<file path="src/boundary_tag_heap_allocator_unit_assert.svh">
// Assertion helpers used by the allocator controller.
`ifndef BOUNDARY_TAG_HEAP_ALLOCATOR_UNIT_ASSERT_SVH
`define BOUNDARY_TAG_HEAP_ALLOCATOR_UNIT_ASSERT_SVH

// Same-cycle implication, disabled while reset is active.
`define BTHALLOC_ASSERT_NOW(lbl, clk, rstn, ante, cons, msg) \
  lbl: assert property (@(posedge clk) disable iff (!(rstn)) (ante) |-> (cons)) \
    else $error(msg);

// Next-cycle implication, disabled while reset is active.
`define BTHALLOC_ASSERT_NEXT(lbl, clk, rstn, ante, cons, msg) \
  lbl: assert property (@(posedge clk) disable iff (!(rstn)) (ante) |=> (cons)) \
    else $error(msg);

`endif

</file>
<file path="src/bthalloc_pkg.sv">
package bthalloc_pkg;

  localparam logic [1:0] ST_OK       = 2'd0;
  localparam logic [1:0] ST_NO_FIT   = 2'd1;
  localparam logic [1:0] ST_BAD_ADDR = 2'd2;

  localparam logic REQ_ALLOC = 1'b0;
  localparam logic REQ_FREE  = 1'b1;

  typedef struct packed {
    logic        req_type;
    logic [12:0] request_size;
    logic [11:0] release_offset;
  } req_t;

  typedef struct packed {
    logic [11:0] payload_offset;
    logic [1:0]  status;
  } rsp_t;

  typedef enum logic [9:0] {
    S_INIT0 = 10'b0000000001,
    S_INIT1 = 10'b0000000010,
    S_IDLE  = 10'b0000000100,
    S_READ  = 10'b0000001000,
    S_EVAL  = 10'b0000010000,
    S_NREAD = 10'b0000100000,
    S_NEVAL = 10'b0001000000,
    S_FPLAN = 10'b0010000000,
    S_WRITE = 10'b0100000000,
    S_RESP  = 10'b1000000000
  } state_e;

  typedef struct packed {
    logic       start;
    logic       rd;
    logic       rd_next;
    logic       step;
    logic       hold_sz;
    logic       plan_alloc;
    logic       plan_free;
    logic       merge;
    logic       wr;
    logic       init_wr;
    logic       init_last;
    logic       res_en;
    logic [1:0] res_code;
  } cmd_t;

  typedef struct packed {
    logic is_free;
    logic addr_bad;
    logic at_end;
    logic bad_tag;
    logic fits;
    logic hit;
    logic used;
    logic past;
    logic next_in;
    logic wr_last;
  } sts_t;

endpackage

</file>
<file path="src/bthalloc_ctrl.sv">
`include "boundary_tag_heap_allocator_unit_assert.svh"

module bthalloc_ctrl (
  input  logic               clk_i,
  input  logic               rst_ni,
  input  logic               in_valid_i,
  output logic               in_ready_o,
  output logic               out_valid_o,
  input  logic               out_ready_i,
  input  bthalloc_pkg::sts_t sts_i,
  output bthalloc_pkg::cmd_t cmd_o
);

  bthalloc_pkg::state_e state_q, state_d;
  logic [1:0] code_q, code_d;
  logic       out_valid_q;
  logic [1:0] fail_code;

  assign fail_code  = sts_i.is_free ? bthalloc_pkg::ST_BAD_ADDR : bthalloc_pkg::ST_NO_FIT;
  assign in_ready_o = (state_q == bthalloc_pkg::S_IDLE);

  always_comb begin
    state_d = state_q;
    code_d  = code_q;
    cmd_o   = '0;
    cmd_o.res_code = code_q;
    case (state_q)
      bthalloc_pkg::S_INIT0: begin
        cmd_o.init_wr = 1'b1;
        state_d = bthalloc_pkg::S_INIT1;
      end
      bthalloc_pkg::S_INIT1: begin
        cmd_o.init_wr   = 1'b1;
        cmd_o.init_last = 1'b1;
        state_d = bthalloc_pkg::S_IDLE;
      end
      bthalloc_pkg::S_IDLE: begin
        if (in_valid_i) begin
          cmd_o.start = 1'b1;
          state_d = bthalloc_pkg::S_READ;
        end
      end
      bthalloc_pkg::S_READ: begin
        if (sts_i.is_free && sts_i.addr_bad) begin
          code_d  = bthalloc_pkg::ST_BAD_ADDR;
          state_d = bthalloc_pkg::S_RESP;
        end else if (sts_i.at_end) begin
          code_d  = fail_code;
          state_d = bthalloc_pkg::S_RESP;
        end else begin
          cmd_o.rd = 1'b1;
          state_d = bthalloc_pkg::S_EVAL;
        end
      end
      bthalloc_pkg::S_EVAL: begin
        if (sts_i.bad_tag) begin
          code_d  = fail_code;
          state_d = bthalloc_pkg::S_RESP;
        end else if (!sts_i.is_free) begin
          if (sts_i.fits) begin
            cmd_o.plan_alloc = 1'b1;
            code_d  = bthalloc_pkg::ST_OK;
            state_d = bthalloc_pkg::S_WRITE;
          end else begin
            cmd_o.step = 1'b1;
            state_d = bthalloc_pkg::S_READ;
          end
        end else if (sts_i.hit) begin
          if (!sts_i.used) begin
            code_d  = bthalloc_pkg::ST_BAD_ADDR;
            state_d = bthalloc_pkg::S_RESP;
          end else begin
            cmd_o.hold_sz = 1'b1;
            state_d = sts_i.next_in ? bthalloc_pkg::S_NREAD : bthalloc_pkg::S_FPLAN;
          end
        end else if (sts_i.past) begin
          code_d  = bthalloc_pkg::ST_BAD_ADDR;
          state_d = bthalloc_pkg::S_RESP;
        end else begin
          cmd_o.step = 1'b1;
          state_d = bthalloc_pkg::S_READ;
        end
      end
      bthalloc_pkg::S_NREAD: begin
        cmd_o.rd      = 1'b1;
        cmd_o.rd_next = 1'b1;
        state_d = bthalloc_pkg::S_NEVAL;
      end
      bthalloc_pkg::S_NEVAL: begin
        cmd_o.plan_free = 1'b1;
        cmd_o.merge     = 1'b1;
        code_d  = bthalloc_pkg::ST_OK;
        state_d = bthalloc_pkg::S_WRITE;
      end
      bthalloc_pkg::S_FPLAN: begin
        cmd_o.plan_free = 1'b1;
        code_d  = bthalloc_pkg::ST_OK;
        state_d = bthalloc_pkg::S_WRITE;
      end
      bthalloc_pkg::S_WRITE: begin
        cmd_o.wr = 1'b1;
        if (sts_i.wr_last) begin
          state_d = bthalloc_pkg::S_RESP;
        end
      end
      bthalloc_pkg::S_RESP: begin
        if (!out_valid_q || out_ready_i) begin
          cmd_o.res_en = 1'b1;
          state_d = bthalloc_pkg::S_IDLE;
        end
      end
      default: begin
        state_d = bthalloc_pkg::S_IDLE;
      end
    endcase
  end

  always_ff @(posedge clk_i or negedge rst_ni) begin
    if (!rst_ni) begin
      state_q     <= bthalloc_pkg::S_INIT0;
      code_q      <= bthalloc_pkg::ST_OK;
      out_valid_q <= 1'b0;
    end else begin
      state_q <= state_d;
      code_q  <= code_d;
      if (cmd_o.res_en) begin
        out_valid_q <= 1'b1;
      end else if (out_ready_i) begin
        out_valid_q <= 1'b0;
      end
    end
  end

  assign out_valid_o = out_valid_q;

  `BTHALLOC_ASSERT_NEXT(a_accept_busy, clk_i, rst_ni, in_valid_i && in_ready_o, !in_ready_o, "accepted item did not leave idle")
  `BTHALLOC_ASSERT_NOW(a_rise_from_resp, clk_i, rst_ni, $rose(out_valid_q), $past(state_q) == bthalloc_pkg::S_RESP, "result shown outside the response step")
  `BTHALLOC_ASSERT_NEXT(a_write_end, clk_i, rst_ni, (state_q == bthalloc_pkg::S_WRITE) && sts_i.wr_last, state_q == bthalloc_pkg::S_RESP, "tag write sequence did not end in response")

endmodule

</file>
<file path="config.mk">
export PLATFORM = sky130hd
export DESIGN_NAME = bthalloc_ctrl
export DESIGN_NICKNAME = d
export VERILOG_FILES = /design/src/bthalloc_pkg.sv /design/src/bthalloc_ctrl.sv
export VERILOG_INCLUDE_DIRS = /design/src /design/src/src
export SDC_FILE = /design/constraint.sdc
export NUM_CORES = 1
export LEC_CHECK = 0
export BUFFER_PORTS_ARGS = -buffer_cell sky130_fd_sc_hd__buf_2
export CAP_MARGIN = 10
export CORE_UTILIZATION = 48
export DETAILED_ROUTE_END_ITERATION = 16
export GPL_ROUTABILITY_DRIVEN = 1
export PLACE_DENSITY_LB_ADDON = 0.08
export SKIP_LAST_GASP = 1
export SLEW_MARGIN = 20
export SYNTH_ARGS = -nofsm -noshare
export SYNTH_HDL_FRONTEND = slang
export SYNTH_SLANG_ARGS = --single-unit
</file>
<file path="constraint.sdc">
create_clock -name clk_i -period 1.8 [get_ports clk_i]
set_input_delay 0.09 -clock clk_i [delete_from_list [all_inputs] [get_ports clk_i]]
set_output_delay 0.09 -clock clk_i [all_outputs]
set_load 0.01 [all_outputs]
</file>
* After elaboration in Yosys (flattened, before gate mapping) *
Index checks and enable logic that the tools add are counted.
W data, S select, Z words.

word-level totals
  bits in registers = 13
  input bits = 14
  output and inout port bits = 16
  logic and storage cells = 78

operators by class
  equality and inequality tests = 17
  muxes and demuxes = 49
  reductions and logical operators = 9

operators with widths
  operator                number
  $mux W10                10
  $pmux W10 S8            1
  $mux W1                 23
  $mux W2                 9
  $eq A10 B1 Y1 const B   1
  $eq A10 B10 Y1 const B  1
  $eq A10 B2 Y1 const B   1
  $eq A10 B3 Y1 const B   1
  $eq A10 B4 Y1 const B   1
  $eq A10 B5 Y1 const B   1
  $eq A10 B6 Y1 const B   1
  $eq A10 B7 Y1 const B   1
  $eq A10 B8 Y1 const B   1
  $eq A10 B9 Y1 const B   1
  $ne A5 B5 Y1 const B    2
  $mux W9                 1
  $mux W8                 1
  $mux W3                 2
  $ne A2 B2 Y1 const B    3
  $pmux W2 S3             1
  $reduce_and A5 Y1       1
  $ne A4 B4 Y1 const B    1
  $reduce_or A2 Y1        2
  $ne A3 B3 Y1 const B    1
  other kinds (7)         7

* Longest topological paths before layout *
Gate-level depths: netlist of run 1.

  depth after elaboration = 6
  mapped depth = 5
  depth with buffers taken out = 5

* Worst setup path before layout of run 1 *
OpenSTA, ideal clock, no wires.

  path type = register to register
  start = register state_q[3]
  end = register state_q[5]
  library setup time = 67 ps
  data arrival time = 1542 ps
  data required time = 1733 ps
  setup slack = 191 ps
  cell stages (with the launch flop) = 5
  buffers on the path = 0
  period minus slack after synthesis = 1609 ps
  cells stage by stage = dfrtp_1 -> nor4_4 -> nand3_2 -> nor4b_2 -> and2_1

on the way
  longest elaborated chain between the ends = 3
  elaborated cells on any way between the ends = 15
  classes of those cells = eq/ne (12); mux (1); reduce/logical (2)

ends and longest elaborated chain
  item                                                               RTL line              source
  from (decl)                                                        bthalloc_ctrl.sv:14   bthalloc_pkg::state_e state_q, state_d;
  from (signal assigned)                                             bthalloc_ctrl.sv:120  state_q <= bthalloc_pkg::S_INIT0;
  from (signal assigned)                                             bthalloc_ctrl.sv:124  state_q <= state_d;
  $eq A10 B8 Y1, or another cell as far along                        bthalloc_ctrl.sv:27   case (state_q)
  $reduce_or A2 Y1 (no source line) or $ne A2 B2 Y1 (tied branches)  --
  $pmux W10 S8 or $reduce_and A3 Y1 (tied branches)                  --

Several ways; a longest one is shown, not always the timed one.
A chain may end at the register's enable or synchronous reset.

==> results.py, run 1 <==
metrics = {
    "timing": {
        "finalClockSkew_ns": 0.002080,
        "whs_ns": 0.01564,
        "clock.fmax_mhz": 549.5,
        "min_period_ns": 1.820,
        "setup-tns-final_ns": -0.03355,
        "slew_violations": 0,
        "layout_setup_ws_ns": -0.01973,
        "setup_viol_count_final": 3,
        "finalHoldViolCount": 0,
        "rsz0062_at_grt": "yes",
        "post-route-period-util": 1.011,
    },
    "global_routing": {
        "grt_use_total": 0.2291,
        "grt-ovfl-total": 0,
        "grt_max_degree": 14,
        "grt_pass1_vias": 743,
        "antenna_found_initial": 0,
        "grt_pass1_wl_mm": 3.222,
    },
    "hold_path": {
        "hold_path_class": "primary input to flip-flop",
        "min_path_cells": 2,
    },
    "critical_path": {
        "worstPathRequired_ns": 1.71,
        "rr_worst_depth": 6,
        "end_kind": "output port",
        "cp_max_fo": 6,
        "cp-start-kind": "flip-flop",
        "crit_type": "flip-flop to output port",
        "critical_path_arrival_ns": 1.73,
    },
    "yosys": {
        "yosys_warnings": 0,
        "synthArstFlopShare": 1.000,
        "synth_fa_ha_area_frac": 0,
        "synth_compound_area_frac": 0.09503,
        "yosysUniqueCellTypes": 39,
        "synth-seq-cells": 13,
        "synth_edf_count": 0,
        "syn_area_um2": 855.8,
        "syn_avg_cell_area_um2": 9.725,
        "yosys.area.top_type": "dfrtp_1",
        "synthMuxAreaShare": 0.02924,
        "netlist_instances": 88,
        "synth_top_family_by_area": "simple AND/OR/NAND/NOR gates",
        "ys_seq_area_frac": 0.3816,
        "synth.area.top_cells": "dfrtp_1, nor4_4, nand3_2",
        "synthXorXnorAreaFrac": 0.02047,
        "synthSimpleGateAreaFrac": 0.4430,
        "synth.net_count": 102,
        "synth-main-ff-cell": "dfrtp_1",
        "synth_top_area_share": 0.3509,
    },
    "route": {
        "drt_wl_total_mm": 2.185,
        "drc": 0,
        "routedWlPerCell_um": 14.38,
        "drt-vias-per-instance": 5.612,
        "first_iter_violations": 22,
        "firstDrtPassIters": 6,
        "via_count": 853,
        "ant_nets": 0,
    },
    "power": {
        "power.density_nw_per_um2": 791.8,
        "peakVddDrop_uv": 563.1,
        "total_power_uw": 984.7,
        "p_leak_nw": 0.6694,
    },
    "floorplanning": {
        "dieHeight_um": 44.23,
        "die_x_um": 44.23,
        "fp.dieArea_um2": 1956,
        "placementRows": 14,
        "coreArea_um2": 1577,
        "io_pins": 30,
        "initial_core_util": 0.5429,
    },
    "final_layout": {
        "drive_above_1_share": 0.5809,
        "final_cell_area_um2": 1244,
        "diodes": 0,
        "fin_nets": 151,
        "fin_cells": 152,
        "synthToLayoutAreaGrowth_pct": 45.32,
        "final_core_util": 0.7889,
    },
    "outcome": {
        "violations": "setup timing",
        "status": "finished with violations",
    },
    "placed_design": {
        "portBuffers": 29,
        "pre_cts_ws_ns": 0.03428,
        "place_area_um2": 1028,
        "routabilityCongestion": 0.8458,
        "dpl.cell_count": 134,
        "dp_hpwl_mm": 1.510,
    },
    "clock_network": {
        "insertion_delay_ns": 0.28,
        "clk_path_buf_depth": 2,
        "numCtsBuffers": 3,
        "clock_sinks": 13,
        "cts-root-buf": "clkbuf_4",
        "cts_tree": "built",
        "clk_pin_slew_ns": 0.08,
        "htree_levels": 1,
    },
    "flow_run": {
        "drv_cap": 0,
    },
}
final timing paths:
check | from | to | slack (ns)
setup / recovery | state_q[7] | cmd_o[10] | -0.02
hold / removal | sts_i[1] | state_q[5] | 0.02
setup reg to reg | state_q[7] | code_q[0] | 0.01
hold reg to reg | code_q[0] | code_q[0] | 0.53
max in group asynchronous | rst_ni | state_q[0] | 1.28
min in group asynchronous | rst_ni | state_q[2] | 0.23
critical path: stages (launching register included):
cell and delay [ns]:
dfrtp_2 0.48, nor4b_4 0.32, nand3_2 0.19, nor2_2 0.14, nand3_1 0.12, inv_1 0.07, buf_2 0.12
flip-flops by register name (all words and copies together), names as in the netlist:
signal	cells
state_q	10
out_valid_o	1
code_q	2
report_power, final:
part | internal, mW | leakage, nW | switching, mW | total [mW]
Combinational | 0.208 | 0.496 | 0.192 | 0.399
Sequential | 0.343 | 0.158 | 0.0564 | 0.399
Clock | 0.0862 | 0.0150 | 0.0998 | 0.186
Total | 0.637 | 0.669 | 0.348 | 0.985
routing by layer:
metal,global-route usage,part of all wire
met1,0.2987,0.44
met2,0.3853,0.49
met3,0.04082,0.052
met4,0.07273,0.012
met5,0,0
cells in the mapped netlist, types with 2 or more instances:
library cell,number
a21oi_1,3
nor2_1,6
xor2_1,2
nand3_1,5
nand2b_1,2
inv_1,6
dfrtp_1,12
nor4b_2,2
nor3_1,4
and2b_1,2
nor3b_1,4
and3_2,2
nor4_4,2
nand2_1,3
nand3_2,3
o21ai_0,4
and2_1,3
nand4_1,2
layout make-up:
class,count,area [um^2]
Clock buffer,4,26.28
Fill cell,113,332.8
Sequential cell,13,335.3
Timing Repair Buffer,44,272.8
Inverter,6,22.52
Tap cell,16,20.02
Multi-Input combinational cell,69,566.8
layout by cell type, fill, tap and decap left out, types with 2 or more instances in the layout:
master and instances:
buf_2 29, buf_4 13, dfrtp_2 7, nand3_2 5, nor2_1 5, inv_1 5, dfrtp_1 5, o21ai_0 4
nor4_4 3, a21oi_1 3, nand2_1 3, nand3_1 3, and2_1 3, clkbuf_4 3, nor3_2 2, and3b_2 2
xor2_1 2, and3_2 2, nor4b_4 2, and2b_1 2, nand4_1 2, nand2b_1 2, nor3b_2 2, nor3_1 2
nor3b_1 2
logic make-up (layout without fill, tap and decap cells):
logic type                Yosys count  in the layout
and+or+nand+nor                    51             51
AOI/OAI and AO/OA                  13             13
DFF                                13             13
buffers and inverters               6             54
xor gates and xnor gates            2              2
muxes                               2              2
other                               1              1
what timing repair did:
| action | CTS | global route |
|---|---|---|
| buffers inserted | 9 | 4 |
| hold buffers | 1 | 0 |
| gates resized for setup | 11 | 8 |
| endpoints found under the setup margin | 9 | 11 |
| endpoints found under the hold margin | 13 | 0 |
| pin swaps | 5 | 6 |
Power figures use the tool's default switching activity.
==> run 2: changes to the inputs <==
- ABC_AREA: not set -> 1
- CORE_UTILIZATION: 48 -> 51
==> run 2 against run 1 <==
Against the previous run: the flow now finishes without violations; hold slack lost 0.0034 ns; clock-buffer cell count is the same; non-clock buffer count shrank 11; utilization shrank 8.7 points; largest cell class unchanged.
==> results.py, run 2 <==
metrics = {
    "floorplanning": {
        "fp.dieArea_um2": 2231,
        "die_x_um": 47.24,
        "placementRows": 15,
        "initial_core_util": 0.5732,
        "coreArea_um2": 1821,
        "dieHeight_um": 47.24,
        "io_pins": 30,
    },
    "yosys": {
        "synth_edf_count": 0,
        "yosys_warnings": 0,
        "synth-seq-cells": 13,
        "syn_avg_cell_area_um2": 6.604,
        "synth_top_family_by_area": "simple AND/OR/NAND/NOR gates",
        "synth_fa_ha_area_frac": 0,
        "synthMuxAreaShare": 0,
        "ys_seq_area_frac": 0.3129,
        "synthSimpleGateAreaFrac": 0.5060,
        "yosysUniqueCellTypes": 23,
        "syn_area_um2": 1044,
        "synthTopCellsByCount": "nor2_1, nand2_1, inv_1",
        "synth.most_common_cell": "nor2_1",
        "synthXorXnorAreaFrac": 0,
        "netlist_instances": 158,
        "yosys.area.top_type": "dfrtp_1",
        "synth_top_area_share": 0.2878,
        "synth-main-ff-cell": "dfrtp_1",
        "synth.net_count": 172,
        "synth.area.top_cells": "dfrtp_1, nor2_1, nand2_1",
        "synth_compound_area_frac": 0.06595,
        "synthArstFlopShare": 1.000,
    },
    "clock_network": {
        "clk_path_buf_depth": 2,
        "clock_sinks": 13,
        "numCtsBuffers": 3,
        "cts_tree": "built",
        "cts_resized": 0,
        "clk_pin_slew_ns": 0.08,
        "cts-root-buf": "clkbuf_4",
        "htree_levels": 1,
        "insertion_delay_ns": 0.28,
    },
    "final_layout": {
        "layout_commonest_cell": "nor2_1",
        "drive_above_1_share": 0.3041,
        "diodes": 0,
        "fin_nets": 209,
        "multi_input_area_um2": 600.6,
        "fillers": 163,
        "largest_register_ffs": 10,
        "regMostFlops": "state_q",
        "fin_cells": 219,
        "regArea_um2": 326.6,
        "synthToLayoutAreaGrowth_pct": 22.42,
        "final_cell_mix": "nor2_1, nand2_1, buf_2",
    },
    "route": {
        "ant_nets": 0,
        "first_iter_violations": 32,
        "via_count": 1094,
        "drc": 0,
        "routedWlPerCell_um": 11.17,
        "drt_wl_total_mm": 2.447,
        "firstDrtPassIters": 4,
        "drt-vias-per-instance": 4.995,
    },
    "power": {
        "p_leak_nw": 0.7742,
        "power.density_nw_per_um2": 714.8,
        "peakVddDrop_uv": 594.3,
    },
    "timing": {
        "slew_violations": 0,
        "rsz0062_at_grt": "no",
        "min_period_ns": 1.678,
        "setup-tns-final_ns": 0,
        "setup_viol_count_final": 0,
        "layout_setup_ws_ns": 0.1220,
        "clock.fmax_mhz": 596.0,
        "whs_ns": 0.01221,
        "post-route-period-util": 0.9322,
        "finalClockSkew_ns": 0.005409,
        "finalHoldViolCount": 0,
    },
    "critical_path": {
        "max_stage_delay_ns": 0.43,
        "cp-start-kind": "flip-flop",
        "end_kind": "output port",
        "worstPathRequired_ns": 1.71,
        "worst_r2r_endpoint": "state_q[3]",
        "r2r_start": "state_q[8]",
        "cp_max_fo": 5,
        "reg2reg_slack_ns": 0.24,
        "crit_end": "cmd_o[7]",
        "worstPathCellList": "nor2_4 > buf_4 > nand3_2 > a21oi_4 > buf_2",
        "cp_slowest_cell": "dfrtp_1",
        "cp_top_family": "flip-flops",
        "critical_path_arrival_ns": 1.59,
        "cp-startpoint": "state_q[8]",
        "cp.depth": 5,
        "crit_buf_inv": 2,
        "crit_type": "flip-flop to output port",
        "rr_worst_depth": 8,
    },
    "flow_run": {
        "drv_cap": 0,
    },
    "global_routing": {
        "grt_pass1_vias": 915,
        "grt_use_total": 0.2419,
        "grt_pass1_wl_mm": 3.650,
        "grt_max_degree": 14,
        "grt-ovfl-total": 0,
        "antenna_found_initial": 0,
    },
    "placed_design": {
        "routabilityCongestion": 0.9055,
        "dp_hpwl_mm": 1.933,
        "dpl.cell_count": 211,
        "pre_cts_ws_ns": 0.3073,
        "portBuffers": 29,
    },
    "hold_path": {
        "hold_path_class": "primary input to flip-flop",
    },
    "outcome": {
        "status": "finished, final reports clean",
    },
}
[run 2: worst min path at each step]
stage	from	end	slack (ns)	cells after the start
after floorplan	rst_ni	code_q[0]	-0.21	0
after global placement	rst_ni	out_valid_o	-0.006	1
after detailed placement	rst_ni	out_valid_o	-0.007	1
after CTS	out_ready_i	out_valid_o	0.01	2
after global routing	out_ready_i	out_valid_o	0.03	2
final	out_ready_i	out_valid_o	0.01	2
[run 2: layout make-up]
| type | instances | area share |
|---|---|---|
| inverter | 30 | 0.08815 |
| multi-input combinational | 114 | 0.4701 |
| timing repair buffer | 33 | 0.1410 |
| sequential | 13 | 0.2556 |
| tap | 25 | 0.02449 |
| clock buffer | 4 | 0.02057 |
[run 2: logic make-up after synthesis]
| logic type | Yosys count |
|---|---|
| other cells | 1 |
| compound gates | 11 |
| buf+inv | 31 |
| flops | 13 |
| simple gates | 102 |
[run 2: what timing repair did]
action | 4_1_cts | 5_1_grt
buffers inserted | 0 | 2
endpoints found under the hold margin | 14 | 0
hold buffers | 2 | 0
endpoints found under the setup margin | 0 | 2
[run 2: routing by layer]
layer	track usage	vias up	routed length, um
li1	-	556	-
met1	0.2890	499	1053
met2	0.4192	32	1224
met3	0.03846	7	117
met4	0.1143	0	52
met5	0	-	0
[run 2: power breakdown]
part / internal [mW] / switching [mW]
clock: 0.0861 / 0.0999
combinational: 0.128 / 0.226
sequential: 0.333 / 0.0399
[run 2: worst reg2reg max path: cells and delay by family (launching register included)]
| family | cells | cell delay, ns |
|---|---|---|
| AND/OR/NAND/NOR | 6 | 0.65 |
| buffers and inverters | 1 | 0.16 |
| flip-flops | 1 | 0.43 |
| AO/OA/AOI/OAI | 1 | 0.24 |
[run 2: stage by stage]
stage | total power, mW | util | area, um^2
finish | 0.9131 | 0.7017 | 1277
global route | 0.9794 | 0.7017 | 1277
CTS | 0.9136 | 0.6935 | 1262
detailed placement | 0.7183 | 0.6680 | 1216
global placement | 0.7123 | 0.6680 | 1216
floorplan | 0.6170 | - | 1044
==> run 3: changes to the inputs <==
- RECOVER_POWER: not set -> 100
==> run 3 against run 2 <==
Against the previous run: hold slack about the same; utilization down 1.1 points; register-to-register slack about the same; maximum frequency down 0.28%; first-iteration DRC count up 9.4%; global-route usage unchanged; clock power about the same; final area down 1.6%; critical path depth unchanged; flip-flop and latch count unchanged.
==> results.py, run 3 (synthesized netlist as in run 2, its figures left out) <==
metrics = {
    "timing": {
        "min_period_ns": 1.683,
        "layout_setup_ws_ns": 0.1174,
        "finalHoldViolCount": 0,
        "worst_slew_pin_slew_ns": 0.7185,
        "rsz0062_at_grt": "no",
        "slew_headroom": 0.5210,
        "setup_viol_count_final": 0,
        "post-route-period-util": 0.9348,
        "slew_violations": 0,
        "clock.fmax_mhz": 594.3,
        "whs_ns": 0.01196,
        "setup-tns-final_ns": 0,
        "finalClockSkew_ns": 0.005355,
    },
    "power": {
        "p_leak_nw": 0.7162,
        "power.density_nw_per_um2": 718.4,
        "p_sw_uw": 366.0,
        "pwr-share-comb": 0.380,
        "seq_power_share": 0.414,
        "p_int_uw": 537.4,
        "peakVddDrop_uv": 594.6,
        "power.share.switching": 0.4051,
        "clockPowerShare": 0.207,
        "total_power_uw": 903.3,
    },
    "final_layout": {
        "layout_commonest_cell": "nor2_1",
        "diodes": 0,
        "regMostFlops": "state_q",
        "fin_nets": 209,
        "drive_above_1_share": 0.2268,
        "synthToLayoutAreaGrowth_pct": 20.50,
        "multi_input_area_um2": 598.1,
        "final_core_util": 0.6907,
        "final_cell_mix": "nor2_1, nand2_1, inv_1",
        "final_cell_area_um2": 1257,
        "fin_cells": 219,
        "regArea_um2": 326.6,
        "fillers": 174,
        "largest_register_ffs": 10,
    },
    "hold_path": {
        "min_path_cells": 2,
        "hold_end": "out_valid_o",
        "hold_path_class": "primary input to flip-flop",
        "hold_start": "out_ready_i",
    },
    "floorplanning": {
        "die_x_um": 47.24,
        "initial_core_util": 0.5732,
        "dieHeight_um": 47.24,
        "coreArea_um2": 1821,
        "fp.dieArea_um2": 2231,
        "io_pins": 30,
        "placementRows": 15,
    },
    "critical_path": {
        "crit_type": "flip-flop to output port",
        "cp-start-kind": "flip-flop",
        "rr_worst_depth": 8,
        "r2r_start": "state_q[8]",
        "critical_path_arrival_ns": 1.59,
        "end_kind": "output port",
        "reg2reg_slack_ns": 0.25,
        "worst_r2r_endpoint": "state_q[3]",
        "worstPathRequired_ns": 1.71,
        "cp_max_fo": 5,
    },
    "route": {
        "drt_wl_total_mm": 2.434,
        "drt-vias-per-instance": 4.922,
        "ant_nets": 0,
        "first_iter_violations": 35,
        "via_count": 1078,
        "routedWlPerCell_um": 11.11,
        "drc": 0,
        "firstDrtPassIters": 4,
    },
    "placed_design": {
        "place_area_um2": 1216,
        "dp_hpwl_mm": 1.933,
        "routabilityCongestion": 0.9055,
        "pre_cts_ws_ns": 0.3073,
        "dpl.cell_count": 211,
        "portBuffers": 29,
    },
    "clock_network": {
        "clk_path_buf_depth": 2,
        "htree_levels": 1,
        "numCtsBuffers": 3,
        "cts_tree": "built",
        "cts-root-buf": "clkbuf_4",
        "clk_pin_slew_ns": 0.08,
        "insertion_delay_ns": 0.28,
        "clock_sinks": 13,
    },
    "global_routing": {
        "grt_pass1_wl_mm": 3.650,
        "antenna_found_initial": 0,
        "grt-ovfl-total": 0,
        "grt_pass1_vias": 915,
        "grt_max_degree": 14,
        "grt_use_total": 0.2419,
    },
    "flow_run": {
        "drv_cap": 0,
    },
    "outcome": {
        "status": "finished, final reports clean",
    },
}
==> run 3: cell count changes in the layout (fill, tap and decap cells not counted), sizes merged <==
cell	previous run	this run
buf	31	16
clkbuf	4	19
==> run 3: what timing repair did <==
item	in CTS	in global routing
hold endpoints to repair	14	0
resized for setup	0	0
hold buffers	2	0
setup endpoints to repair	0	2
buffers inserted	0	2
==> run 3: metal layers <==
layer	global-route usage	up-vias	share of wire
li1	-	557	-
met1	0.2890	487	0.44
met2	0.4192	29	0.50
met3	0.03846	5	0.038
met4	0.1143	0	0.014
met5	0	-	0
==> run 3: layout make-up <==
cell class	instances	area share
clock buffer	4	0.02090
timing repair buffer	33	0.1294
multi-input combinational	114	0.4756
sequential	13	0.2597
inverter	30	0.08955
tap	25	0.02488
==> run 3: worst max path at each step <==
stage / startpoint / to / slack [ns] / cells after the start
detailed placement: state_q[7] / state_q[9] / 0.31 / 8
finish: state_q[8] / cmd_o[7] / 0.12 / 5
floorplan: state_q[9] / code_q[0] / 0.45 / 8
CTS: state_q[9] / cmd_o[8] / 0.09 / 6
global route: state_q[7] / cmd_o[12] / 0.01 / 6
global placement: state_q[7] / state_q[9] / 0.35 / 8
==> run 3: critical path, cell delays in order (launching register included) <==
cell	delay, ns
dfrtp_1	0.43
nor2_4	0.20
buf_4	0.16
nand3_2	0.11
a21oi_4	0.24
clkbuf_1	0.17
==> run 3: power groups by stage <==
stage | Sequential [mW] | Combinational, mW | Clock, mW
2_1_floorplan | 0.383 | 0.234 | 0
3_3_place_gp | 0.375 | 0.337 | 0
3_5_place_dp | 0.378 | 0.340 | 0
4_1_cts | 0.372 | 0.350 | 0.191
5_1_grt | 0.380 | 0.388 | 0.204
6_report | 0.374 | 0.343 | 0.187
